**config.mk**
```make
export PLATFORM = sky130hd
export DESIGN_NAME = lrbd_prep
export DESIGN_NICKNAME = d
export VERILOG_FILES = /design/src/lrbd_pkg.sv /design/src/lrbd_prep.sv
export SDC_FILE = /design/constraint.sdc
export NUM_CORES = 1
export LEC_CHECK = 0
export BUFFER_PORTS_ARGS = -buffer_cell sky130_fd_sc_hd__buf_4
export CAP_MARGIN = 30
export CELL_PAD_IN_SITES_DETAIL_PLACEMENT = 2
export CELL_PAD_IN_SITES_GLOBAL_PLACEMENT = 2
export CORE_MARGIN = 1
export CORE_UTILIZATION = 41
export DETAILED_ROUTE_END_ITERATION = 10
export GPL_TIMING_DRIVEN = 0
export PLACE_DENSITY = 0.94
export SYNTH_ARGS = -nofsm -noshare
export SYNTH_HDL_FRONTEND = slang
export SYNTH_SLANG_ARGS = --single-unit
```
**constraint.sdc**
```tcl
create_clock -name clk_i -period 12.36 [get_ports clk_i]
set_clock_uncertainty 0.2 [all_clocks]
set_input_delay 1.854 -clock clk_i [delete_from_list [all_inputs] [get_ports clk_i]]
set_output_delay 1.854 -clock clk_i [all_outputs]
set_load 0.02 [all_outputs]
```
**src/lrbd_pkg.sv**
```systemverilog
// Shared sizes, types and the arctangent table for the relative bearing and distance block.
package lrbd_pkg;

  localparam int COORD_BITS = 10;
  localparam int FRAC_BITS  = 16;

  localparam int COORD_IN_W = 10;
  localparam int CH_W       = 8;
  localparam int ANGLE_W    = 9;
  localparam int LEVEL_W    = 8;
  localparam int MAXD_W     = 8;
  localparam logic [MAXD_W-1:0] MAXD_RESET = MAXD_W'(10);

  localparam int D_W   = COORD_BITS + 1;
  localparam int P_W   = COORD_BITS + 3;
  localparam int SQ_W  = 2 * COORD_BITS;
  localparam int D2_W  = SQ_W + 1;

  // 255 * 255 = 2^16 - 2^9 + 1
  localparam int LVL_SH_HI = 16;
  localparam int LVL_SH_LO = 9;

  localparam int RAD_MIN_W  = D2_W + LVL_SH_HI;
  localparam int SQRT_STEPS = (RAD_MIN_W + 1) / 2;
  localparam int RAD_W      = 2 * SQRT_STEPS;
  localparam int SREM_W     = SQRT_STEPS + 2;

  localparam int DIV_STEPS = LEVEL_W;
  localparam int DK_W      = $clog2(DIV_STEPS);
  localparam int DV_W      = (SQRT_STEPS > MAXD_W + DIV_STEPS) ? SQRT_STEPS
                                                               : MAXD_W + DIV_STEPS;

  localparam int ATAN_STEPS = 24;
  localparam int ATAN_IDX_W = $clog2(ATAN_STEPS);
  localparam int N_CELLS    = (ATAN_STEPS > SQRT_STEPS + DIV_STEPS) ? ATAN_STEPS
                                                                    : SQRT_STEPS + DIV_STEPS;
  localparam int STEP_W     = $clog2(N_CELLS + 1);

  localparam int X_W = COORD_BITS + FRAC_BITS + 5;
  localparam int Z_W = FRAC_BITS + 9;

  localparam int QUAD_W     = 7;
  localparam int QUAD_MAX   = 89;
  localparam int DIAG_DEG   = 45;
  localparam int ANGLE_FULL = 360;
  localparam int BASE_RIGHT  = 90;
  localparam int BASE_BEHIND = 180;
  localparam int BASE_LEFT   = 270;

  localparam int TBL_FRAC = 24;
  localparam logic [32:0] ATAN_HALF = (TBL_FRAC > FRAC_BITS) ?
                                      33'(1) << (TBL_FRAC - 1 - FRAC_BITS) : 33'(0);

  localparam logic [31:0] ATAN_Q24 [ATAN_STEPS] = '{
    32'd754974720, 32'd445687602, 32'd235489088, 32'd119537938, 32'd60000934,
    32'd30029717,  32'd15018523,  32'd7509720,   32'd3754917,   32'd1877466,
    32'd938734,    32'd469367,    32'd234684,    32'd117342,    32'd58671,
    32'd29335,     32'd14668,     32'd7334,      32'd3667,      32'd1833,
    32'd917,       32'd458,       32'd229,       32'd115
  };

  typedef enum logic [1:0] {
    QUAD_AHEAD,
    QUAD_RIGHT,
    QUAD_BEHIND,
    QUAD_LEFT
  } quad_e;

  typedef struct packed {
    logic [CH_W-1:0]         channel;
    logic                    nz;
    quad_e                   quad;
    logic                    ysz;
    logic                    diag;
    logic signed [X_W-1:0]   x;
    logic signed [X_W-1:0]   y;
    logic signed [Z_W-1:0]   z;
    logic [RAD_W-1:0]        rad;
    logic [SQRT_STEPS-1:0]   root;
    logic [SREM_W-1:0]       srem;
    logic [DV_W-1:0]         drem;
    logic [LEVEL_W-1:0]      quo;
    logic                    clamp;
    logic                    rzero;
  } item_t;

  typedef struct packed {
    logic [CH_W-1:0]    channel;
    logic [ANGLE_W-1:0] angle;
    logic [LEVEL_W-1:0] level;
  } res_t;

  function automatic logic signed [Z_W-1:0] atan_step(input logic [ATAN_IDX_W-1:0] idx);
    logic [32:0] sum;
    sum = 33'(ATAN_Q24[idx]) + ATAN_HALF;
    return Z_W'(sum >> (TBL_FRAC - FRAC_BITS));
  endfunction

endpackage

```
**src/lrbd_prep.sv**
```systemverilog
// Front stages: offsets, projections, squared distance and quadrant fold.
module lrbd_prep import lrbd_pkg::*; (
  input  logic                  clk_i,
  input  logic                  rst_ni,
  input  logic                  adv_i,
  input  logic                  vld_i,
  input  logic [CH_W-1:0]       channel_i,
  input  logic [COORD_IN_W-1:0] lis_col_i,
  input  logic [COORD_IN_W-1:0] lis_row_i,
  input  logic [COORD_IN_W-1:0] src_col_i,
  input  logic [COORD_IN_W-1:0] src_row_i,
  input  logic signed [1:0]     fx_i,
  input  logic signed [1:0]     fy_i,
  output logic                  vld_o,
  output item_t                 item_o
);

  logic signed [D_W-1:0]     dx, dy;
  logic signed [2*D_W-1:0]   sqx, sqy;
  logic signed [P_W-1:0]     f, r;

  logic                      vld1_q;
  logic [CH_W-1:0]           ch1_q;
  logic [SQ_W-1:0]           dx2_q, dy2_q;
  logic signed [P_W-1:0]     f1_q, r1_q;

  logic [D2_W-1:0]           d2;
  logic [RAD_W-1:0]          rad;
  logic signed [P_W-1:0]     xq, yq;
  quad_e                     quad;
  item_t                     item_d, item_q;
  logic                      vld2_q;

  assign dx = $signed({1'b0, COORD_BITS'(src_col_i)}) - $signed({1'b0, COORD_BITS'(lis_col_i)});
  assign dy = $signed({1'b0, COORD_BITS'(src_row_i)}) - $signed({1'b0, COORD_BITS'(lis_row_i)});
  assign sqx = (2*D_W)'(dx) * (2*D_W)'(dx);
  assign sqy = (2*D_W)'(dy) * (2*D_W)'(dy);
  assign f = P_W'(fx_i) * P_W'(dx) + P_W'(fy_i) * P_W'(dy);
  assign r = P_W'(fx_i) * P_W'(dy) - P_W'(fy_i) * P_W'(dx);

  always_ff @(posedge clk_i or negedge rst_ni) begin
    if (!rst_ni) begin
      vld1_q <= 1'b0;
      vld2_q <= 1'b0;
    end else if (adv_i) begin
      vld1_q <= vld_i;
      vld2_q <= vld1_q;
    end
  end

  always_ff @(posedge clk_i) begin
    if (adv_i) begin
      ch1_q  <= channel_i;
      dx2_q  <= sqx[SQ_W-1:0];
      dy2_q  <= sqy[SQ_W-1:0];
      f1_q   <= f;
      r1_q   <= r;
      item_q <= item_d;
    end
  end

  assign d2  = D2_W'(dx2_q) + D2_W'(dy2_q);
  assign rad = (RAD_W'(d2) << LVL_SH_HI) - (RAD_W'(d2) << LVL_SH_LO) + RAD_W'(d2);

  always_comb begin
    if (f1_q > 0 && r1_q >= 0) begin
      quad = QUAD_AHEAD;
      xq   = f1_q;
      yq   = r1_q;
    end else if (f1_q <= 0 && r1_q > 0) begin
      quad = QUAD_RIGHT;
      xq   = r1_q;
      yq   = -f1_q;
    end else if (f1_q < 0 && r1_q <= 0) begin
      quad = QUAD_BEHIND;
      xq   = -f1_q;
      yq   = -r1_q;
    end else begin
      quad = QUAD_LEFT;
      xq   = -r1_q;
      yq   = f1_q;
    end
  end

  always_comb begin
    item_d         = '0;
    item_d.channel = ch1_q;
    item_d.nz      = (f1_q != '0) || (r1_q != '0);
    item_d.quad    = quad;
    item_d.ysz     = yq == '0;
    item_d.diag    = yq == xq;
    item_d.x       = X_W'(xq) <<< FRAC_BITS;
    item_d.y       = X_W'(yq) <<< FRAC_BITS;
    item_d.rad     = rad;
  end

  assign vld_o  = vld2_q;
  assign item_o = item_q;

endmodule

```
After elaboration in Yosys (flattened, before gate mapping):

Index checks and enable logic that the tools add are counted.

* output and inout port bits: 208
* logic and storage cells: 54
* bits in registers: 153

* $add $sub $neg: 9
* order comparisons: 6
* reductions and logical operators: 8
* $mul: 6
* multiplexer cells: 8
* equal/unequal tests: 1

Operators with widths (count)
* 13-bit two-way mux: 6
* 2-bit by 11-bit multiplier with 13-bit output: 4
* 11-bit by 11-bit multiplier with 20-bit output: 2
* 38-bit by 21-bit adder with 38-bit output: 1
* 37-bit by 30-bit subtractor with 38-bit output: 1
* 13-bit by 1-bit > comparator with 1-bit output (second input constant): 2
* 13-bit by 1-bit less-or-equal comparator with 1-bit output (second input constant): 2
* 13-bit negator: 2
* 13-bit nonzero test: 2
* 10-bit by 10-bit subtractor with 11-bit output: 2
* 20-bit by 20-bit adder with 21-bit output: 1
* 13-bit adder: 1
* 13-bit == test: 1
* 13-bit by 1-bit >= comparator with 1-bit output (second input constant): 1
* 13-bit logical NOT: 1
* 13-bit by 1-bit < comparator with 1-bit output (second input constant): 1
* 13-bit subtractor: 1
* 1-bit logical AND: 3
* 1-bit two-way mux: 2
* 2-bit OR reduction: 1
* 1-bit logical OR: 1

Longest topological paths before layout:

Gate-level depths: netlist of run 1.

* word-level depth: 6
* gate-level depth with buffers: 30
* depth with buffers taken out: 29

Worst setup path after synthesis of run 1:

No wires, ideal clock.

* path type: input to register
* start: input lis_col_i[1]
* end: register dx2_q[19], data pin
* buffers on the path: 2
* data required time: 11.900 ns
* arrival: 8.051 ns
* slack: 3.850 ns
* setup time: 0.260 ns
* stages on the path: 29
* cell sequence: inv_1 ha_1 nor2b_1 o21ai_0 a21boi_0 o21a_1 o21ai_0 a21oi_1 or3_1 clkbuf_1 inv_1 clkbuf_1 nor2_1 fa_1 inv_1 fa_1 inv_1 fa_1 fa_1 inv_1 fa_1 inv_1 ha_1 and3_1 nand3_1 a31oi_1 a211o_1 a21oi_1 xnor2_1

* word-level cells in the longest chain between the ends: 2

RTL lines
* start: declaration: line lrbd_prep.sv:8 `input logic [COORD_IN_W-1:0] lis_col_i,`
* 10-bit by 10-bit subtractor with 11-bit output: line lrbd_prep.sv:34 `assign dx = $signed({1'b0, COORD_BITS'(src_col_i)}) - $signed({1'b0, COORD_BITS'(lis_col_i)});`
* 11-bit by 11-bit multiplier with 20-bit output: line lrbd_prep.sv:36 `assign sqx = (2*D_W)'(dx) * (2*D_W)'(dx);`
* net sqx[19]: line lrbd_prep.sv:19 `logic signed [2*D_W-1:0] sqx, sqy;`
* end signal: assignment: line lrbd_prep.sv:54 `dx2_q <= sqx[SQ_W-1:0];`
* end: declaration: line lrbd_prep.sv:24 `logic [SQ_W-1:0] dx2_q, dy2_q;`

The timed path passes the listed nets, and every way through them passes these cells.
A chain may end at the register's enable or synchronous reset.

Worst setup path in the final report of run 1:

* start: input lis_row_i[1]
* end: register dy2_q[19], data pin

* word-level cells in the longest chain between the ends: 2

RTL lines
* start: declaration: line lrbd_prep.sv:9 `input logic [COORD_IN_W-1:0] lis_row_i,`
* 10-bit by 10-bit subtractor with 11-bit output: line lrbd_prep.sv:35 `assign dy = $signed({1'b0, COORD_BITS'(src_row_i)}) - $signed({1'b0, COORD_BITS'(lis_row_i)});`
* 11-bit by 11-bit multiplier with 20-bit output: line lrbd_prep.sv:37 `assign sqy = (2*D_W)'(dy) * (2*D_W)'(dy);`
* net sqy[19]: line lrbd_prep.sv:19
* end signal: assignment: line lrbd_prep.sv:55 `dy2_q <= sqy[SQ_W-1:0];`
* end: declaration: line lrbd_prep.sv:24

The timed path passes the listed nets, and every way through them passes these cells.

==> results of run 1 <==
registers in the layout, summed over array words and instances (netlist names):
register,count
item_o,77
dx2_q,19
dy2_q,19
f1_q,13
r1_q,13
ch1_q,8
vld1_q,1
vld_o,1
cell type report:
class                   count  area, um2  area share, %
plain buffers             198       1260           5.08
clock buffers              18        429           1.73
clock inverters            14        148          0.594
inverters                 421       1580           6.36
multi-input cells        1730      15000           60.2
flip-flops and latches    151       4520           18.2
well taps                 688        861           3.47
repair buffers            141       1080           4.35
worst max-delay path, cell delays in order:
cell       delay [ps]
buf_4             110
inv_1             110
ha_1              240
nor2b_1           130
o21ai_0           230
a21oi_1           160
o21a_1            200
o21ai_0           230
nor4b_1           480
or3_1             180
clkbuf_1          470
clkinv_1          540
nor2_1            390
fa_1              520
fa_1              540
fa_1              490
fa_1              540
inv_1              50
fa_1              480
inv_1              60
ha_1              410
nand3_1           150
o2111a_1          300
nor3_1            440
nor4b_1           110
a2111oi_0         670
buf_2             270
layout by cell type (no fill, tap or decap), types with 12 or more instances in the layout:
cell       count
buf_4        269
and2_1        45
a21oi_1       97
xnor2_1      116
ha_1         234
edfxtp_1     149
nand2b_1      19
and3_1        14
nor3_1        46
nor2b_1       26
clkbuf_1      53
nand2_1      157
a31oi_1       19
a211oi_1      18
a21o_1        34
a21boi_0      12
nor2_1       193
fa_1         238
xor2_1        42
inv_1        411
o21ai_0       63
o21a_1        18
nand3_1       32
or3_1         18
conb_1       126
clkbuf_16     17
cell families after synthesis:
family / synth area share, %
buffers and inverters: 13.0
XOR/XNOR: 6.44
flip-flops: 20.7
other: 0.0172
AO/OA/AOI/OAI: 10.9
multiplexers: 0.727
AND/OR/NAND/NOR: 13.0
adder cells (fa/ha/maj): 35.2
final timing paths:
path	to	slack, ps
min in group asynchronous	vld1_q$_DFFE_PN0P_	970
worst max-delay path	dy2_q[19]$_DFFE_PP_	2100
worst max register to register	item_o[105]$_DFFE_PP_	5670
worst min-delay path	item_o[201]$_DFFE_PP_	220
worst min register to register	item_o[201]$_DFFE_PP_	220
max in group asynchronous	vld_o$_DFFE_PN0P_	10900
stage by stage:
stage | area, um2 | setup WS (ps) | std cells
2_1_floorplan | 22300 | 3850 | 2500
3_3_place_gp | 24200 | 1610 | 3325
3_5_place_dp | 24300 | 1770 | 3329
4_1_cts | 24800 | 2230 | 3361
5_1_grt | 24800 | 1550 | 3361
6_report | 24800 | 2100 | 3361
routing by layer:
metal,routed length [um],up-vias,global-route usage (%)
met5,14,-,0
met4,4190,2,16.0
met3,2880,232,3.50
met2,44600,541,58.9
met1,30200,9372,33.1
li1,-,8106,-
==> results.json, run 1 <==
{
  "syn_inst": 2375,
  "yosysWarningCount": 0,
  "n_fill_cell": 5780,
  "holdPathStages": 0,
  "syn_area_um2": 21900,
  "min_period_ps": 10260,
  "gp_congestion": 0.910,
  "dieArea_um2": 54200,
  "die_h_um": 233,
  "rsz0062_at_grt": "false",
  "synth_top_cell_area_share_pct": 21.8,
  "layout-drive-gt1-share_pct": 13.0,
  "overflow": 0,
  "cts_tree": "yes",
  "fin_nets": 3188,
  "antennaDiodeCount": 0,
  "synthTopCellsByArea": "fa_1, edfxtp_1, ha_1",
  "worstPathMaxFanout": 11,
  "slew_headroom_pct": 30.9,
  "start_util_pct": 41.5,
  "worstHoldStart": "ch1_q[2]$_DFFE_PP_",
  "hpwl_mm": 69.1,
  "slew_violations": 0,
  "reg2reg_depth": 19,
  "vias": 18300,
  "period_share_pct": 83.0,
  "syn_area_per_cell_um2": 9.20,
  "status": "finished clean",
  "cts_resized": 0,
  "hold_viol_final": 0,
  "via_per_inst": 5.43,
  "ios": 264,
  "yosysMostFrequentCell": "inv_1",
  "tightest_slew_ps": 1030,
  "drtIter0Drc": 872,
  "core_area_um2": 52700,
  "fmax_mhz": 97.5,
  "hold_ws_ps": 223,
  "critical_path_required_ps": 12470,
  "ys_ff_latch": 151,
  "routed_wl_mm": 81.9,
  "dr.pass1.iters": 5,
  "wire_per_inst_um": 24.4,
  "async_flop_share_pct": 1.32,
  "crit_arrival_ps": 10370,
  "ant_nets": 0,
  "post_cts_buffers": 0,
  "grt_pass1_wl_mm": 127,
  "cp-end-kind": "register",
  "clkTransAtPathRegs_ps": 60,
  "cts-hold-fix-buffers": 0,
  "critPathKind": "input port to register",
  "areaGrowthSynthToFinish_pct": 13.7,
  "critPathLaunchType": "input port",
  "grt_use_total_pct": 30.9,
  "synth_common_cells": "inv_1, fa_1, ha_1, nor2_1, nand2_1",
  "cts-root-buf": "clkbuf_16",
  "antenna_found_initial": 1,
  "port_buffers": 137,
  "htree_levels": 4,
  "synth_edf_count": 149,
  "yosysSeqAreaShare_pct": 20.7,
  "hold_class": "register to register",
  "r2r_start": "dy2_q[4]$_DFFE_PP_",
  "synth_cell_types": 82,
  "die_w_um": 233,
  "synth_area_leader_cell": "fa_1",
  "critPathLaunch": "lis_row_i[1]",
  "cap_violations": 0,
  "grt_pass1_vias": 21500,
  "numCtsBuffers": 17,
  "remaining_drc_errors": 0,
  "clkLatencyLatePin_ps": 460,
  "ys.flop_type": "edfxtp_1",
  "grt_max_degree": 78,
  "cts_sinks": 151,
  "tns_ps": 0,
  "finalSetupViolations": 0,
  "utilization_pct": 47.2,
  "cts_max_path_buffers": 2,
  "rows": 84
}
Power of run 1 is left out: the tool's default activity adds up to more than one toggle a clock period on the data nets, which glitch-free logic cannot reach.
==> run 2: changes to the inputs <==
CORE_UTILIZATION = 34   (was 41)
PLACE_DENSITY = 0.83   (was 0.94)
clock period = 8.67 ns   (was 12.36 ns; I/O delays follow)
==> run 2 against run 1 <==
  * Critical path depth grew 1
  * First-iteration DRC count shrank 17%
  * Via count shrank 3.3%
  * Cell count grew 4.8%
  * Die area grew 20%
  * Critical path type unchanged
==> results.json, run 2 (same netlist as run 1, synthesis figures left out) <==
{
  "status": "finished clean",
  "cts-hold-fix-buffers": 0,
  "remaining_drc_errors": 0,
  "dp_cells": 3487,
  "crit_arrival_ps": 8340,
  "grt_max_degree": 78,
  "finalInstanceArea_um2": 25300,
  "ant_nets": 0,
  "cp_slowest_cell": "fa_1",
  "grt_pass1_wl_mm": 115,
  "slew_violations": 0,
  "numCtsBuffers": 17,
  "dr.pass1.iters": 5,
  "areaGrowthSynthToFinish_pct": 15.6,
  "critPathLaunchType": "input port",
  "path_delay_family": "adder cells",
  "die_w_um": 256,
  "cp-end-kind": "register",
  "period_share_pct": 97.2,
  "hpwl_mm": 61.8,
  "cts_tree": "yes",
  "htree_levels": 4,
  "final_cells": 3524,
  "finalSetupViolations": 0,
  "largest_reg_flops": 77,
  "layout-drive-gt1-share_pct": 14.5,
  "drtIter0Drc": 727,
  "slew_headroom_pct": 27.4,
  "critPathKind": "input port to register",
  "grt_use_total_pct": 22.4,
  "start_util_pct": 34.5,
  "max_stage_delay_ps": 560,
  "worstPathMaxFanout": 10,
  "rows": 92,
  "ios": 264,
  "hold_class": "register to register",
  "wire_per_inst_um": 20.7,
  "clkLatencyLatePin_ps": 460,
  "clkTransAtPathRegs_ps": 70,
  "cap_violations": 0,
  "mostFrequentLayoutCell": "inv_1",
  "utilization_pct": 39.9,
  "vias": 17700,
  "place_area_um2": 24500,
  "routed_wl_mm": 73.0,
  "worstHoldStart": "ch1_q[4]$_DFFE_PP_",
  "die_h_um": 256,
  "critical_path_required_ps": 8590,
  "hold_viol_final": 0,
  "critPathLaunch": "src_row_i[0]",
  "gp_congestion": 0.898,
  "antenna_found_initial": 0,
  "cts-root-buf": "clkbuf_16",
  "r2r_start": "dy2_q[3]$_DFFE_PP_",
  "grt_pass1_vias": 20200,
  "dieArea_um2": 65300,
  "cts_max_path_buffers": 2,
  "overflow": 0,
  "port_buffers": 137,
  "worst-path-buf-inv": 7,
  "min_period_ps": 8420,
  "final_cell_mix": "inv_1, buf_4, fa_1",
  "via_per_inst": 5.01,
  "fmax_mhz": 119,
  "core_area_um2": 63300,
  "tightest_slew_ps": 1080,
  "cts_sinks": 151,
  "fin_nets": 3192
}
==> run 2: cell count changes in the layout (fill, tap and decap cells not counted), moves of 4 or more <==
cell | previous run | this run
clkbuf_1 | 53 | 43
buf_4 | 269 | 278
clkinv_1 | 10 | 4
o21ai_0 | 63 | 59
xor2_1 | 42 | 38
==> run 2: stage by stage <==
stage | setup WS [ps] | hold slack, ps | setup TNS (ps)
2_1_floorplan | 713 | 200 | 0
3_3_place_gp | -1720 | 202 | -8280
3_5_place_dp | -1060 | 206 | -10530
4_1_cts | 18.9 | 224 | 0
5_1_grt | -37.8 | 232 | -50.0
6_report | 247 | 225 | 0
==> run 2: worst reg2reg max path, delay by kind of cell, from the launching register on <==
kind                     cells  cell delay [ps]
AO/OA/AOI/OAI               12             3290
adder cells (fa/ha/maj)      3             1250
XOR/XNOR                     2              660
flip-flops                   1              390
AND/OR/NAND/NOR              2              230
==> run 2: timing repair <==
action                     4_1_cts  5_1_grt
pin swaps                        0        1
setup endpoints to repair       11        7
buffers inserted                 2        7
gates resized for setup         17       24
==> run 2: area by class of cell <==
type	count	area, um2
diodes	1	2.50
plain buffers	193	1250
clock buffers	17	425
clock inverters	15	161
fillers	7067	38100
inverters	421	1600
multi-input cells	1730	15100
flip-flops and latches	151	4520
well taps	846	1060
repair buffers	150	1150
==> run 2: final timing paths <==
path / end / slack (ps) / depth (start not counted)
hold / removal: item_o[203]$_DFFE_PP_ / 220 / 0
setup reg to reg: item_o[105]$_DFFE_PP_ / 2460 / 19
setup / recovery: dy2_q[18]$_DFFE_PP_ / 250 / 28
hold reg to reg: item_o[203]$_DFFE_PP_ / 220 / 0
max in group asynchronous: vld_o$_DFFE_PN0P_ / 7760 / 1
min in group asynchronous: vld1_q$_DFFE_PN0P_ / 410 / 1
==> run 2: routing by layer <==
layer  vias to the layer above  part of all wire (%)  global-route usage (%)
li1                       8119                     -                       -
met1                      9100                    41                    26.7
met2                       345                    54                    42.4
met3                        89                   2.7                    1.94
met4                         0                   2.4                    6.59
met5                         -                     0                       0
Power of run 2 is left out for the same reason.
