## config.mk

```make
export PLATFORM = sky130hd
export DESIGN_NAME = lrbd_out
export DESIGN_NICKNAME = d
export VERILOG_FILES = /design/src/lrbd_pkg.sv /design/src/lrbd_out.sv
export SDC_FILE = /design/constraint.sdc
export NUM_CORES = 1
export LEC_CHECK = 0
export BUFFER_PORTS_ARGS = -buffer_cell sky130_fd_sc_hd__buf_2
export CORE_AREA = 2 2 92 94
export CTS_BUF_LIST = sky130_fd_sc_hd__clkbuf_4
export CTS_CLUSTER_DIAMETER = 60
export CTS_CLUSTER_SIZE = 10
export DETAILED_ROUTE_END_ITERATION = 10
export DIE_AREA = 0 0 94 96
export HOLD_SLACK_MARGIN = 0.08
export PLACE_DENSITY = 0.7
export RECOVER_POWER = 25
export SLEW_MARGIN = 20
export SYNTH_ARGS = -nofsm -noshare
export SYNTH_HDL_FRONTEND = slang
export SYNTH_SLANG_ARGS = --single-unit
```

## constraint.sdc

```tcl
create_clock -name clk_i -period 5.1 [get_ports clk_i]
set_input_delay 0.765 -clock clk_i [delete_from_list [all_inputs] [get_ports clk_i]]
set_output_delay 0.765 -clock clk_i [all_outputs]
set_load 0.02 [all_outputs]
```

## src/lrbd_pkg.sv

```systemverilog
// Shared sizes, types and the arctangent table for the relative bearing and distance block.
package lrbd_pkg;

  localparam int COORD_BITS = 10;
  localparam int FRAC_BITS  = 16;

  localparam int COORD_IN_W = 10;
  localparam int CH_W       = 8;
  localparam int ANGLE_W    = 9;
  localparam int LEVEL_W    = 8;
  localparam int MAXD_W     = 8;
  localparam logic [MAXD_W-1:0] MAXD_RESET = MAXD_W'(10);

  localparam int D_W   = COORD_BITS + 1;
  localparam int P_W   = COORD_BITS + 3;
  localparam int SQ_W  = 2 * COORD_BITS;
  localparam int D2_W  = SQ_W + 1;

  // 255 * 255 = 2^16 - 2^9 + 1
  localparam int LVL_SH_HI = 16;
  localparam int LVL_SH_LO = 9;

  localparam int RAD_MIN_W  = D2_W + LVL_SH_HI;
  localparam int SQRT_STEPS = (RAD_MIN_W + 1) / 2;
  localparam int RAD_W      = 2 * SQRT_STEPS;
  localparam int SREM_W     = SQRT_STEPS + 2;

  localparam int DIV_STEPS = LEVEL_W;
  localparam int DK_W      = $clog2(DIV_STEPS);
  localparam int DV_W      = (SQRT_STEPS > MAXD_W + DIV_STEPS) ? SQRT_STEPS
                                                               : MAXD_W + DIV_STEPS;

  localparam int ATAN_STEPS = 24;
  localparam int ATAN_IDX_W = $clog2(ATAN_STEPS);
  localparam int N_CELLS    = (ATAN_STEPS > SQRT_STEPS + DIV_STEPS) ? ATAN_STEPS
                                                                    : SQRT_STEPS + DIV_STEPS;
  localparam int STEP_W     = $clog2(N_CELLS + 1);

  localparam int X_W = COORD_BITS + FRAC_BITS + 5;
  localparam int Z_W = FRAC_BITS + 9;

  localparam int QUAD_W     = 7;
  localparam int QUAD_MAX   = 89;
  localparam int DIAG_DEG   = 45;
  localparam int ANGLE_FULL = 360;
  localparam int BASE_RIGHT  = 90;
  localparam int BASE_BEHIND = 180;
  localparam int BASE_LEFT   = 270;

  localparam int TBL_FRAC = 24;
  localparam logic [32:0] ATAN_HALF = (TBL_FRAC > FRAC_BITS) ?
                                      33'(1) << (TBL_FRAC - 1 - FRAC_BITS) : 33'(0);

  localparam logic [31:0] ATAN_Q24 [ATAN_STEPS] = '{
    32'd754974720, 32'd445687602, 32'd235489088, 32'd119537938, 32'd60000934,
    32'd30029717,  32'd15018523,  32'd7509720,   32'd3754917,   32'd1877466,
    32'd938734,    32'd469367,    32'd234684,    32'd117342,    32'd58671,
    32'd29335,     32'd14668,     32'd7334,      32'd3667,      32'd1833,
    32'd917,       32'd458,       32'd229,       32'd115
  };

  typedef enum logic [1:0] {
    QUAD_AHEAD,
    QUAD_RIGHT,
    QUAD_BEHIND,
    QUAD_LEFT
  } quad_e;

  typedef struct packed {
    logic [CH_W-1:0]         channel;
    logic                    nz;
    quad_e                   quad;
    logic                    ysz;
    logic                    diag;
    logic signed [X_W-1:0]   x;
    logic signed [X_W-1:0]   y;
    logic signed [Z_W-1:0]   z;
    logic [RAD_W-1:0]        rad;
    logic [SQRT_STEPS-1:0]   root;
    logic [SREM_W-1:0]       srem;
    logic [DV_W-1:0]         drem;
    logic [LEVEL_W-1:0]      quo;
    logic                    clamp;
    logic                    rzero;
  } item_t;

  typedef struct packed {
    logic [CH_W-1:0]    channel;
    logic [ANGLE_W-1:0] angle;
    logic [LEVEL_W-1:0] level;
  } res_t;

  function automatic logic signed [Z_W-1:0] atan_step(input logic [ATAN_IDX_W-1:0] idx);
    logic [32:0] sum;
    sum = 33'(ATAN_Q24[idx]) + ATAN_HALF;
    return Z_W'(sum >> (TBL_FRAC - FRAC_BITS));
  endfunction

endpackage

```

## src/lrbd_out.sv

```systemverilog
// Final angle and level, output register and skid register.
module lrbd_out import lrbd_pkg::*; (
  input  logic               clk_i,
  input  logic               rst_ni,
  input  logic               vld_i,
  input  item_t              item_i,
  input  logic               out_stall_i,
  output logic               out_valid_o,
  output logic               skid_full_o,
  output res_t               res_o
);

  logic signed [Z_W-1:0] zsh;
  logic [QUAD_W-1:0]     zdeg, qdeg;
  logic [ANGLE_W-1:0]    base;
  res_t                  res;
  res_t                  out_q, skid_q;
  logic                  out_vld_q, skid_vld_q;
  logic                  take;

  always_comb begin
    zsh = item_i.z >>> FRAC_BITS;
    if (item_i.z[Z_W-1]) begin
      zdeg = '0;
    end else if (zsh > Z_W'(QUAD_MAX)) begin
      zdeg = QUAD_W'(QUAD_MAX);
    end else begin
      zdeg = zsh[QUAD_W-1:0];
    end

    if (item_i.ysz) begin
      qdeg = '0;
    end else if (item_i.diag) begin
      qdeg = QUAD_W'(DIAG_DEG);
    end else begin
      qdeg = zdeg;
    end

    unique case (item_i.quad)
      QUAD_AHEAD:  base = '0;
      QUAD_RIGHT:  base = ANGLE_W'(BASE_RIGHT);
      QUAD_BEHIND: base = ANGLE_W'(BASE_BEHIND);
      QUAD_LEFT:   base = ANGLE_W'(BASE_LEFT);
      default:     base = '0;
    endcase

    res.channel = item_i.channel;
    res.angle   = item_i.nz ? base + ANGLE_W'(qdeg) : '0;
    if (item_i.rzero) begin
      res.level = '0;
    end else if (item_i.clamp) begin
      res.level = '1;
    end else begin
      res.level = item_i.quo;
    end
  end

  assign take = out_vld_q && !out_stall_i;

  always_ff @(posedge clk_i or negedge rst_ni) begin
    if (!rst_ni) begin
      out_vld_q  <= 1'b0;
      skid_vld_q <= 1'b0;
    end else if (skid_vld_q) begin
      if (take) begin
        skid_vld_q <= 1'b0;
      end
    end else if (vld_i) begin
      if (!out_vld_q || take) begin
        out_vld_q <= 1'b1;
      end else begin
        skid_vld_q <= 1'b1;
      end
    end else if (take) begin
      out_vld_q <= 1'b0;
    end
  end

  always_ff @(posedge clk_i) begin
    if (skid_vld_q) begin
      if (take) begin
        out_q <= skid_q;
      end
    end else if (vld_i) begin
      if (!out_vld_q || take) begin
        out_q <= res;
      end else begin
        skid_q <= res;
      end
    end
  end

  assign out_valid_o = out_vld_q;
  assign skid_full_o = skid_vld_q;
  assign res_o       = out_q;

endmodule

```

# After elaboration in Yosys (flattened, before gate mapping)
# Cells that the tools add are included.
[totals]
rom_bits = 0
in_bits = 211
ramBits = 0
latch_bits = 0
mem_count = 0
reg_bits = 52
output_inout_bits = 27
[op_classes]
eq_ne = 5
n_mul = 0
mux = 19
n_reduce_logical = 11
add_sub_neg = 1
shifts = 0
bitwise = 2
div = 0
n_lt_le_gt_ge = 1
[op_table]
columns = ["cell", "n"]
rows = [
  ["25-bit two-way mux", 4],
  ["9-bit one-hot mux with 4 select lines", 1],
  ["7-bit two-way mux", 4],
  ["8-bit two-way mux", 2],
  ["9-bit by 7-bit adder with 9-bit output", 1],
  ["9-bit by 8-bit greater-than comparator with 1-bit output (second input constant)", 1],
  ["9-bit two-way mux", 1],
  ["3-bit AND reduction", 3],
  ["1-bit two-way mux", 7],
  ["2-bit nonzero test", 3],
  ["2-bit == test (second input constant)", 2],
  ["2-bit by 1-bit inequality test with 1-bit output (second input constant)", 2],
  ["2-bit by 1-bit == test with 1-bit output (second input constant)", 1],
  ["1-bit zero test", 2],
  ["2-bit zero test", 1],
  ["1-bit inverter", 2],
  ["1-bit logical AND", 1],
  ["1-bit logical OR", 1],
]

# Logic depth before layout (Yosys ltp)
# Gate-level depths: netlist of the first run.
[logic_depth]
depth_word = 10
ltp_mapped = 12

# Worst setup path before layout of the first run
# Ideal clock, no wire load.
[synth_path]
path_kind = "register to register"
startpoint = "register skid_vld_q (netlist: skid_full_o)"
endpoint = "register out_q, in the netlist res_o[0] (enable)"
slack_ns = 1.866
arrival_time_ns = 2.789
path_stages_with_launch = 5
path_buffers = 1
path_cell_list = "dfrtp_1 buf_2 inv_1 nand2_1 a21boi_0"
[synth_via]
elab_chain_len = 2
[synth_rtl]
columns = ["element", "line", "text"]
rows = [
  ["start, declared", "lrbd_out.sv:18", "logic out_vld_q, skid_vld_q;"],
  ["start signal, assigned", "lrbd_out.sv:63", "skid_vld_q <= 1'b0;"],
  ["start signal, assigned", "lrbd_out.sv:66", "skid_vld_q <= 1'b0;"],
  ["start signal, assigned", "lrbd_out.sv:72", "skid_vld_q <= 1'b1;"],
  ["2-bit by 1-bit inequality test with 1-bit output (no line) or 2-bit nonzero test (tied branches)", "-", ""],
  ["3-bit AND reduction (no line) (*)", "-", ""],
  ["end signal, assigned", "lrbd_out.sv:82", "out_q <= skid_q;"],
  ["end signal, assigned", "lrbd_out.sv:86", "out_q <= res;"],
  ["end, declared", "lrbd_out.sv:17", "res_t out_q, skid_q;"],
]
# Every way passes the cells marked *; elsewhere a longest branch is shown, timed or not.
# A chain may end at the register's enable or synchronous reset.

# Worst setup path after layout of the first run
[layout_path]
startpoint = "register skid_vld_q (netlist: skid_full_o)"
endpoint = "output skid_full_o"
[layout_rtl]
columns = ["element", "line", "text"]
rows = [
  ["end, declared", "lrbd_out.sv:9", "output logic skid_full_o,"],
]
# No word-level cell between the ends.

==> impl_metrics.tcl, run 1 <==
set metrics [dict create \
    status "finished, violations left" \
    violations "max-capacitance violations, max-slew violations" \
    p_leak_nw 1.226 \
    finClkSkew_ns 0.01234 \
    ys_warn_count 0 \
    netlist-cell-type-count 39 \
    area_growth_pct 19.89 \
    via_per_inst 4.667 \
    start_util 0.3094 \
    seq_power_share 0.487 \
    finalSetupViolations 0 \
    antenna_cells 0 \
    core_um2 8051 \
    syn-mean-instance-area_um2 12.58 \
    rows 33 \
    yosys_most_used_dff "edfxtp_1" \
    ys_ff_latch 52 \
    path_class "reg2out" \
    postCtsHoldBufs 0 \
    drt_first_pass_iters 4 \
    dieArea_um2 9024 \
    final_cell_mix "buf_2, edfxtp_1, nor2_1, nand2_1" \
    hold_ws_ns 0.1480 \
    cts-resized-gates 0 \
    rsz0062_at_grt "false" \
    first_global_vias 1676 \
    dieHeight_um 96 \
    worstHoldPathType "in2async" \
    combPwrFrac 0.371 \
    start_kind "register" \
    synth_edf_count 50 \
    crit_required_ns 4.34 \
    grt_pass1_wl_mm 8.369 \
    cts_tree "built" \
    gp_congestion 0.8563 \
    layout_commonest_cell "buf_2" \
    grt_overflow 0 \
    io_buffers 62 \
    clock.fmax_mhz 324.6 \
    vdd_ir_drop_max_uv 199.2 \
    relSlewSlack -0.1188 \
    synth_cells 198 \
    switching_share 0.3718 \
    wl_per_cell_um 14.69 \
    cts_setup_buffers 0 \
    cts-root-buf "clkbuf_4" \
    yosysSeqAreaShare 0.6228 \
    drv_slew 39 \
    antenna_found_initial 0 \
    cts_buffers 5 \
    drv_cap 1 \
    setup_tns_ns 0 \
    cp.arrival_ns 2.32 \
    grt_max_degree 39 \
    r2r_start "skid_full_o$_DFF_PN0_" \
    crit_fanout 38 \
    synth_top_cell_area_share 0.6027 \
    powerDensity_nw_per_um2 460.3 \
    drcViolationCount 0 \
    clock-sinks 52 \
    track_usage 0.1221 \
    worstMarginPinSlew_ns 1.678 \
    h-tree-depth 2 \
    die_w_um 94 \
    p_switching_mw 0.5111 \
    syn_area_um2 2491 \
    antenna_left 0 \
    clkPwrFrac 0.142 \
    routed-via-count 1722 \
    yosys-top-cells-area "edfxtp_1, ha_1, nor2_1" \
    synth_nets 421 \
    p_int_mw 0.8635 \
    period_share 0.6041 \
    dp_hpwl_mm 4.065 \
    final_hold_viol_count 0 \
    cp-end-kind "primary output" \
    num_io_pins 238 \
    async_reset_ff_frac 0.03846 \
    fin_crit_ns 3.081 \
    clk_pin_slew_ns 0.16 \
    cts_buffer_depth 2 \
    drive_above_1_share 0.3409 \
    synth_top_area_cell "edfxtp_1" \
    cp-startpoint "skid_full_o$_DFF_PN0_" \
    layout.nets 486 \
    drtIter0Drc 117 \
    wl_mm 5.422 \
    clock_latency_ns 0.37 \
]
[synth_stat cells (3+ instances only)]
library cell  count
o31ai_1          11
and2_1            5
a31oi_1           3
xor2_1            3
a21oi_1           6
nand2_1          17
nor2_1           31
inv_1            11
o21ai_0           3
mux2_2           10
edfxtp_1         50
ha_1             11
clkbuf_1          5
[power groups by stage]
stage	Clock (mW)	Combinational [mW]	Sequential (mW)
final	0.195	0.510	0.669
after global routing	0.215	0.561	0.680
after CTS	0.204	0.517	0.670
after detailed placement	0	0.516	0.677
after global placement	0	0.508	0.674
after floorplan	0	0.211	0.800
[kinds of logic after synthesis]
family / Yosys count / synth area share
simple gates: 64 / 0.1135
flops: 52 / 0.6228
compound gates: 36 / 0.1060
buf+inv: 19 / 0.02913
fa+ha+maj: 12 / 0.06328
mux: 11 / 0.05123
xor+xnor: 4 / 0.01407
[state kept, by name (all words and copies together) (netlist names)]
name         count
res_o           25
skid_q          25
out_valid_o      1
skid_full_o      1
[metal layers]
metal,wire length (um),GRT usage
met4,70,0.04348
met1,2588,0.1681
met3,496,0.04150
met2,2267,0.1798
met5,0,0
[metrics by stage]
stage                     power, mW  utilization  cell area [um2]  setup WS [ns]  instances
after floorplan               1.011            -             2491          1.866        198
final                         1.375       0.3709             2987          2.019        369
after global routing          1.456       0.3709             2987          1.825        369
after detailed placement      1.193       0.3644             2934          1.755        361
after global placement        1.182       0.3644             2934          1.807        361
after CTS                     1.391       0.3720             2995          2.162        369
[critical path, cell delays in order, from the launching register on]
cell	delay, ns
dfrtp_1	0.37
clkbuf_1	1.21
buf_2	0.36
[path summary, 6_finish.rpt]
path / endpoint / slack [ns] / depth (start not counted)
setup / recovery: skid_full_o / 2.02 / 2
hold / removal: out_valid_o$_DFFE_PN0P_ / 0.15 / 1
setup reg to reg: res_o[4]$_DFFE_PP_ / 2.29 / 4
hold reg to reg: res_o[1]$_DFFE_PP_ / 0.54 / 2
max in group asynchronous: skid_full_o$_DFF_PN0_ / 4.82 / 1
min in group clk_i: res_o[1]$_DFFE_PP_ / 0.54 / 2
[layout make-up]
class	count	area, um2
clock inverter	2	16.27
clock buffer	6	45.04
sequential	52	1551
tap	105	131.4
timing repair buffer	65	324.1
inverter	12	45.04
fill	815	5065
multi-input combinational	127	873.3
(Power assumes the default switching activity.)
==> run 2, diff against run 1 <==
==> constraint.sdc (replaced) <==
create_clock -name clk_i -period 2.99 [get_ports clk_i]
set_input_delay 0.4485 -clock clk_i [delete_from_list [all_inputs] [get_ports clk_i]]
set_output_delay 0.4485 -clock clk_i [all_outputs]
set_load 0.02 [all_outputs]
==> run 2 against run 1 <==
Compared with the run above:
- the flow now finishes without violations
- sequential cell count unchanged
- non-clock buffer count increased by 4
- die area unchanged
- cell count increased by 1.4%
- sequential power increased by 70%
- power increased by 71%
- highest routed layer unchanged
- routed wire length increased by 0.63%
- largest cell class unchanged
- setup slack got worse by 1.7 ns
- clock-buffer cell count unchanged
- critical path type is now in2reg
- design area increased by 1.0%
- sequential share of layout area decreased by 0.52 points
==> impl_metrics.tcl, run 2 (synthesis gave the netlist of run 1 again) <==
set metrics [dict create \
    status "complete, no violations" \
    cts-root-buf "clkbuf_4" \
    final_hold_viol_count 0 \
    reg2reg_to "res_o[4]$_DFFE_PP_" \
    crit_fanout 5 \
    grt_overflow 0 \
    via_per_inst 4.610 \
    hold_ws_ns 0.2580 \
    antenna_found_initial 1 \
    drive_above_1_share 0.3321 \
    path_class "in2reg" \
    num_io_pins 238 \
    start_kind "primary input" \
    drtIter0Drc 67 \
    relSlewSlack 0.5129 \
    vdd_ir_drop_max_uv 404.7 \
    crit_required_ns 3.11 \
    layout.nets 490 \
    track_usage 0.1256 \
    first_global_vias 1720 \
    die_w_um 94 \
    fin_crit_ns 2.680 \
    p_leak_nw 1.236 \
    cts-resized-gates 0 \
    hp-start "item_i[201]" \
    dpl_cell_area_um2 2957 \
    powerDensity_nw_per_um2 780.9 \
    drt_first_pass_iters 4 \
    drcViolationCount 0 \
    finalSetupViolations 0 \
    setup_tns_ns 0 \
    h-tree-depth 2 \
    dieArea_um2 9024 \
    finClkSkew_ns 0.02341 \
    rsz0062_at_grt "false" \
    cts_tree "built" \
    drv_slew 0 \
    layout_commonest_cell "buf_2" \
    pre_cts_slack_ns 0.02644 \
    rr_worst_depth 4 \
    cts_buffer_depth 2 \
    rows 33 \
    routed-via-count 1724 \
    clock.fmax_mhz 373.1 \
    cp.arrival_ns 2.80 \
    start_util 0.3094 \
    wl_per_cell_um 14.59 \
    layout_setup_ws_ns 0.3098 \
    cts_buffers 5 \
    period_share 0.8964 \
    clock_latency_ns 0.37 \
    worstHoldPathType "in2reg" \
    final_cell_mix "buf_2, edfxtp_1, nor2_1, nand2_1" \
    power.total_mw 2.356 \
    area_growth_pct 21.09 \
    core_um2 8051 \
    r2r_start "skid_full_o$_DFF_PN0_" \
    wl_mm 5.456 \
    drv_cap 0 \
    whs_path_depth 1 \
    grt_max_degree 39 \
    grt_pass1_wl_mm 8.556 \
    dp_hpwl_mm 4.034 \
    dieHeight_um 96 \
    worstMarginPinSlew_ns 0.7307 \
    clk_pin_slew_ns 0.16 \
    hold_end "skid_q[19]$_DFFE_PP_" \
    io_buffers 62 \
    antenna_left 0 \
    cp-end-kind "register" \
    final_cell_area_um2 3017 \
    gp_congestion 0.8448 \
    clock-sinks 52 \
    reg2reg_slack_ns 1.38 \
]
==> run 2: layout make-up <==
type | instances | area (um2)
Antenna cell | 1 | 2.502
Clock buffer | 6 | 45.04
Clock inverter | 2 | 16.27
Fill cell | 801 | 5035
Inverter | 12 | 45.04
Multi-Input combinational cell | 127 | 869.6
Sequential cell | 52 | 1551
Tap cell | 105 | 131.4
Timing Repair Buffer | 69 | 355.3
==> run 2: where the power goes <==
part	internal [mW]	switching (mW)	total, mW
Clock	0.103	0.224	0.327
Sequential	1.08	0.0662	1.14
Combinational	0.299	0.588	0.887
==> run 2: routing by layer <==
layer,vias up,routed length (um),track usage
met5,-,0,0
met4,0,68,0.04348
met3,4,580,0.04307
met2,60,2281,0.1857
met1,808,2527,0.1721
li1,852,-,-
==> run 2: worst max-delay path by stage <==
stage                     start                  end  slack (ns)  depth (start not counted)
finish              item_i[124]  res_o[15]$_DFFE_PP_        0.31                         12
global route        item_i[124]  res_o[15]$_DFFE_PP_        0.14                         12
CTS                 item_i[124]  res_o[15]$_DFFE_PP_        0.41                         12
detailed placement  item_i[124]  res_o[15]$_DFFE_PP_        0.03                         12
global placement    item_i[124]  res_o[15]$_DFFE_PP_        0.03                         12
floorplan           item_i[124]  res_o[15]$_DFFE_PP_        0.29                         11
==> run 2: timing repair <==
item                                   in CTS  in global routing
hold buffers                                1                  0
setup buffers                               0                  0
endpoints found under the hold margin       2                  0
==> run 2: worst max-delay path, stage by stage <==
cell     delay, ns
buf_2         0.11
o211a_1       0.20
o21ai_0       0.19
and2_2        0.22
a31oi_1       0.10
or2_2         0.30
fa_1          0.45
nor2b_1       0.16
o21ai_2       0.07
a21oi_1       0.17
o21ai_0       0.11
a41o_1        0.26
==> run 2: stage by stage <==
stage                       util  instances
final                     0.3747        374
after global routing      0.3747        374
after CTS                 0.3761        373
after detailed placement  0.3672        364
after global placement    0.3672        364
after floorplan                -        198
==> run 3, diff against run 2 <==
--- a/config.mk
+++ b/config.mk
@@ -13,7 +13,7 @@
 export DETAILED_ROUTE_END_ITERATION = 10
 export DIE_AREA = 0 0 94 96
 export HOLD_SLACK_MARGIN = 0.08
-export PLACE_DENSITY = 0.7
+export PLACE_DENSITY = 0.69
 export RECOVER_POWER = 25
 export SLEW_MARGIN = 20
 export SYNTH_ARGS = -nofsm -noshare
==> run 3 against run 2 <==
Compared with the run above:
- sequential cell count is the same
- core utilization grew 0.81 points
- first-iteration DRC count grew 15%
- highest routed layer unchanged
- critical endpoint unchanged
==> impl_metrics.tcl, run 3 (synthesis gave the netlist of run 1 again) <==
set metrics [dict create \
    status "complete, no violations" \
    grt_max_degree 39 \
    clock_latency_ns 0.37 \
    gp_congestion 0.8490 \
    vdd_ir_drop_max_uv 342.7 \
    rows 33 \
    drv_slew 0 \
    grt_overflow 0 \
    hold_ws_ns 0.2503 \
    via_per_inst 4.636 \
    seq_power_share 0.441 \
    antenna_cells 0 \
    combPwrFrac 0.339 \
    stdcell_count 371 \
    reg2reg_to "res_o[15]$_DFFE_PP_" \
    dieHeight_um 96 \
    rr_worst_depth 4 \
    layout_setup_ws_ns 0.3999 \
    clkPwrFrac 0.220 \
    h-tree-depth 2 \
    cts_buffer_depth 2 \
    fin_crit_ns 2.590 \
    layout_commonest_cell "buf_2" \
    hp-start "item_i[205]" \
    cts_tree "built" \
    critPathMaxStageDelay_ns 0.45 \
    p_switching_mw 0.8708 \
    hold_end "skid_q[23]$_DFFE_PP_" \
    wl_mm 5.379 \
    final_cell_mix "buf_2, edfxtp_1, nor2_1, nand2_1" \
    worstMarginPinSlew_ns 0.5259 \
    p_leak_nw 1.264 \
    core_um2 8051 \
    die_w_um 94 \
    r2r_start "skid_full_o$_DFF_PN0_" \
    crit_family "compound AO/OA/AOI/OAI gates" \
    track_usage 0.1207 \
    crit_chain "buf_2 -> o211a_1 -> o21ai_2 -> and2_2 -> a31oi_1 -> or2_2 -> fa_1 -> nor2b_1 -> o21ai_2 -> a21oi_1 -> o21ai_0 -> a41o_1" \
    path_class "in2reg" \
    num_io_pins 238 \
    start_kind "primary input" \
    cts-root-buf "clkbuf_4" \
    pre_cts_slack_ns 0.01849 \
    fillers 803 \
    worstHoldPathType "in2reg" \
    antenna_left 0 \
    cp-end-kind "register" \
    finClkSkew_ns 0.01428 \
    place_inst 362 \
    period_share 0.8663 \
    cpMaxStageDelayCell "fa_1" \
    whs_path_depth 1 \
    start_util 0.3094 \
    clock-sinks 52 \
    cts_setup_buffers 0 \
    switching_share 0.3368 \
    first_global_vias 1608 \
    final_hold_viol_count 0 \
    p_int_mw 1.715 \
    final_util 0.3828 \
    finalSetupViolations 0 \
    critPathMostFrequentCell "o21ai_2" \
    dieArea_um2 9024 \
    drtIter0Drc 77 \
    reg2reg_slack_ns 1.18 \
    io_buffers 62 \
    antenna_found_initial 0 \
    drive_above_1_share 0.3308 \
    dp_hpwl_mm 4.039 \
    grt_pass1_wl_mm 8.238 \
    area_growth_pct 23.71 \
    drv_cap 0 \
    routed-via-count 1720 \
    drt_first_pass_iters 4 \
    crit_buf_inv 1 \
    cp.arrival_ns 2.72 \
    wl_per_cell_um 14.50 \
    layout.nets 488 \
    setup_tns_ns 0 \
    drcViolationCount 0 \
    cts_buffers 5 \
    clk_pin_slew_ns 0.16 \
    crit_required_ns 3.12 \
    powerDensity_nw_per_um2 838.9 \
    crit_fanout 5 \
    rsz0062_at_grt "false" \
    relSlewSlack 0.6490 \
    clock.fmax_mhz 386.1 \
]
[run 3: cell count changes in the layout (fill, tap and decap cells not counted), sizes merged]
cell / before / now
buf: 60 / 58
clkbuf: 14 / 13
clkinv: 1 / 0
bufinv: 0 / 3
diode: 1 / 0
clkinvlp: 1 / 0
[run 3: repair_timing]
| item | 4_1_cts | 5_1_grt |
|---|---|---|
| hold buffers | 1 | 0 |
| endpoints found under the hold margin | 2 | 0 |
| resized for setup | 0 | 0 |
[run 3: power groups by stage]
| stage | combinational, mW | sequential (mW) | clock, mW |
|---|---|---|---|
| 6_report | 0.876 | 1.14 | 0.569 |
| 5_1_grt | 0.963 | 1.16 | 0.603 |
| 4_1_cts | 0.899 | 1.15 | 0.581 |
| 3_5_place_dp | 0.894 | 1.16 | 0 |
| 3_3_place_gp | 0.882 | 1.15 | 0 |
| 2_1_floorplan | 0.361 | 1.36 | 0 |
[run 3: how the worst max path moves through the flow]
stage / from / end / slack (ns) / cells past startpoint
floorplan: item_i[124] / res_o[15]$_DFFE_PP_ / 0.29 / 11
CTS: item_i[124] / res_o[15]$_DFFE_PP_ / 0.42 / 12
global placement: item_i[124] / res_o[15]$_DFFE_PP_ / 0.04 / 12
global route: item_i[124] / res_o[15]$_DFFE_PP_ / 0.22 / 12
finish: item_i[124] / res_o[15]$_DFFE_PP_ / 0.40 / 12
detailed placement: item_i[124] / res_o[15]$_DFFE_PP_ / 0.02 / 12
[run 3: per-stage QoR]
| stage | cell area [um2] | total power, mW |
|---|---|---|
| floorplan | 2491 | 1.721 |
| global placement | 2954 | 2.037 |
| detailed placement | 2954 | 2.049 |
| CTS | 3092 | 2.625 |
| global route | 3082 | 2.729 |
| finish | 3082 | 2.585 |
[run 3: layer usage]
| layer | global-route usage | wire length, um | part of all wire | up-vias |
|---|---|---|---|---|
| met4 | 0.04348 | 80 | 0.015 | 0 |
| met5 | 0 | 0 | 0 | - |
| li1 | - | - | - | 850 |
| met2 | 0.1798 | 2314 | 0.43 | 68 |
| met1 | 0.1617 | 2391 | 0.44 | 797 |
| met3 | 0.04464 | 593 | 0.11 | 5 |
[run 3: final cells by class]
class	instances	area [um2]	area share
multi-input cells	127	873.3	0.2834
repair buffers	67	352.8	0.1145
flip-flops and latches	52	1551	0.5035
clock buffers	5	37.54	0.01218
well taps	105	131.4	0.04263
inverters	12	45.04	0.01462
clock inverters	3	90.09	0.02923
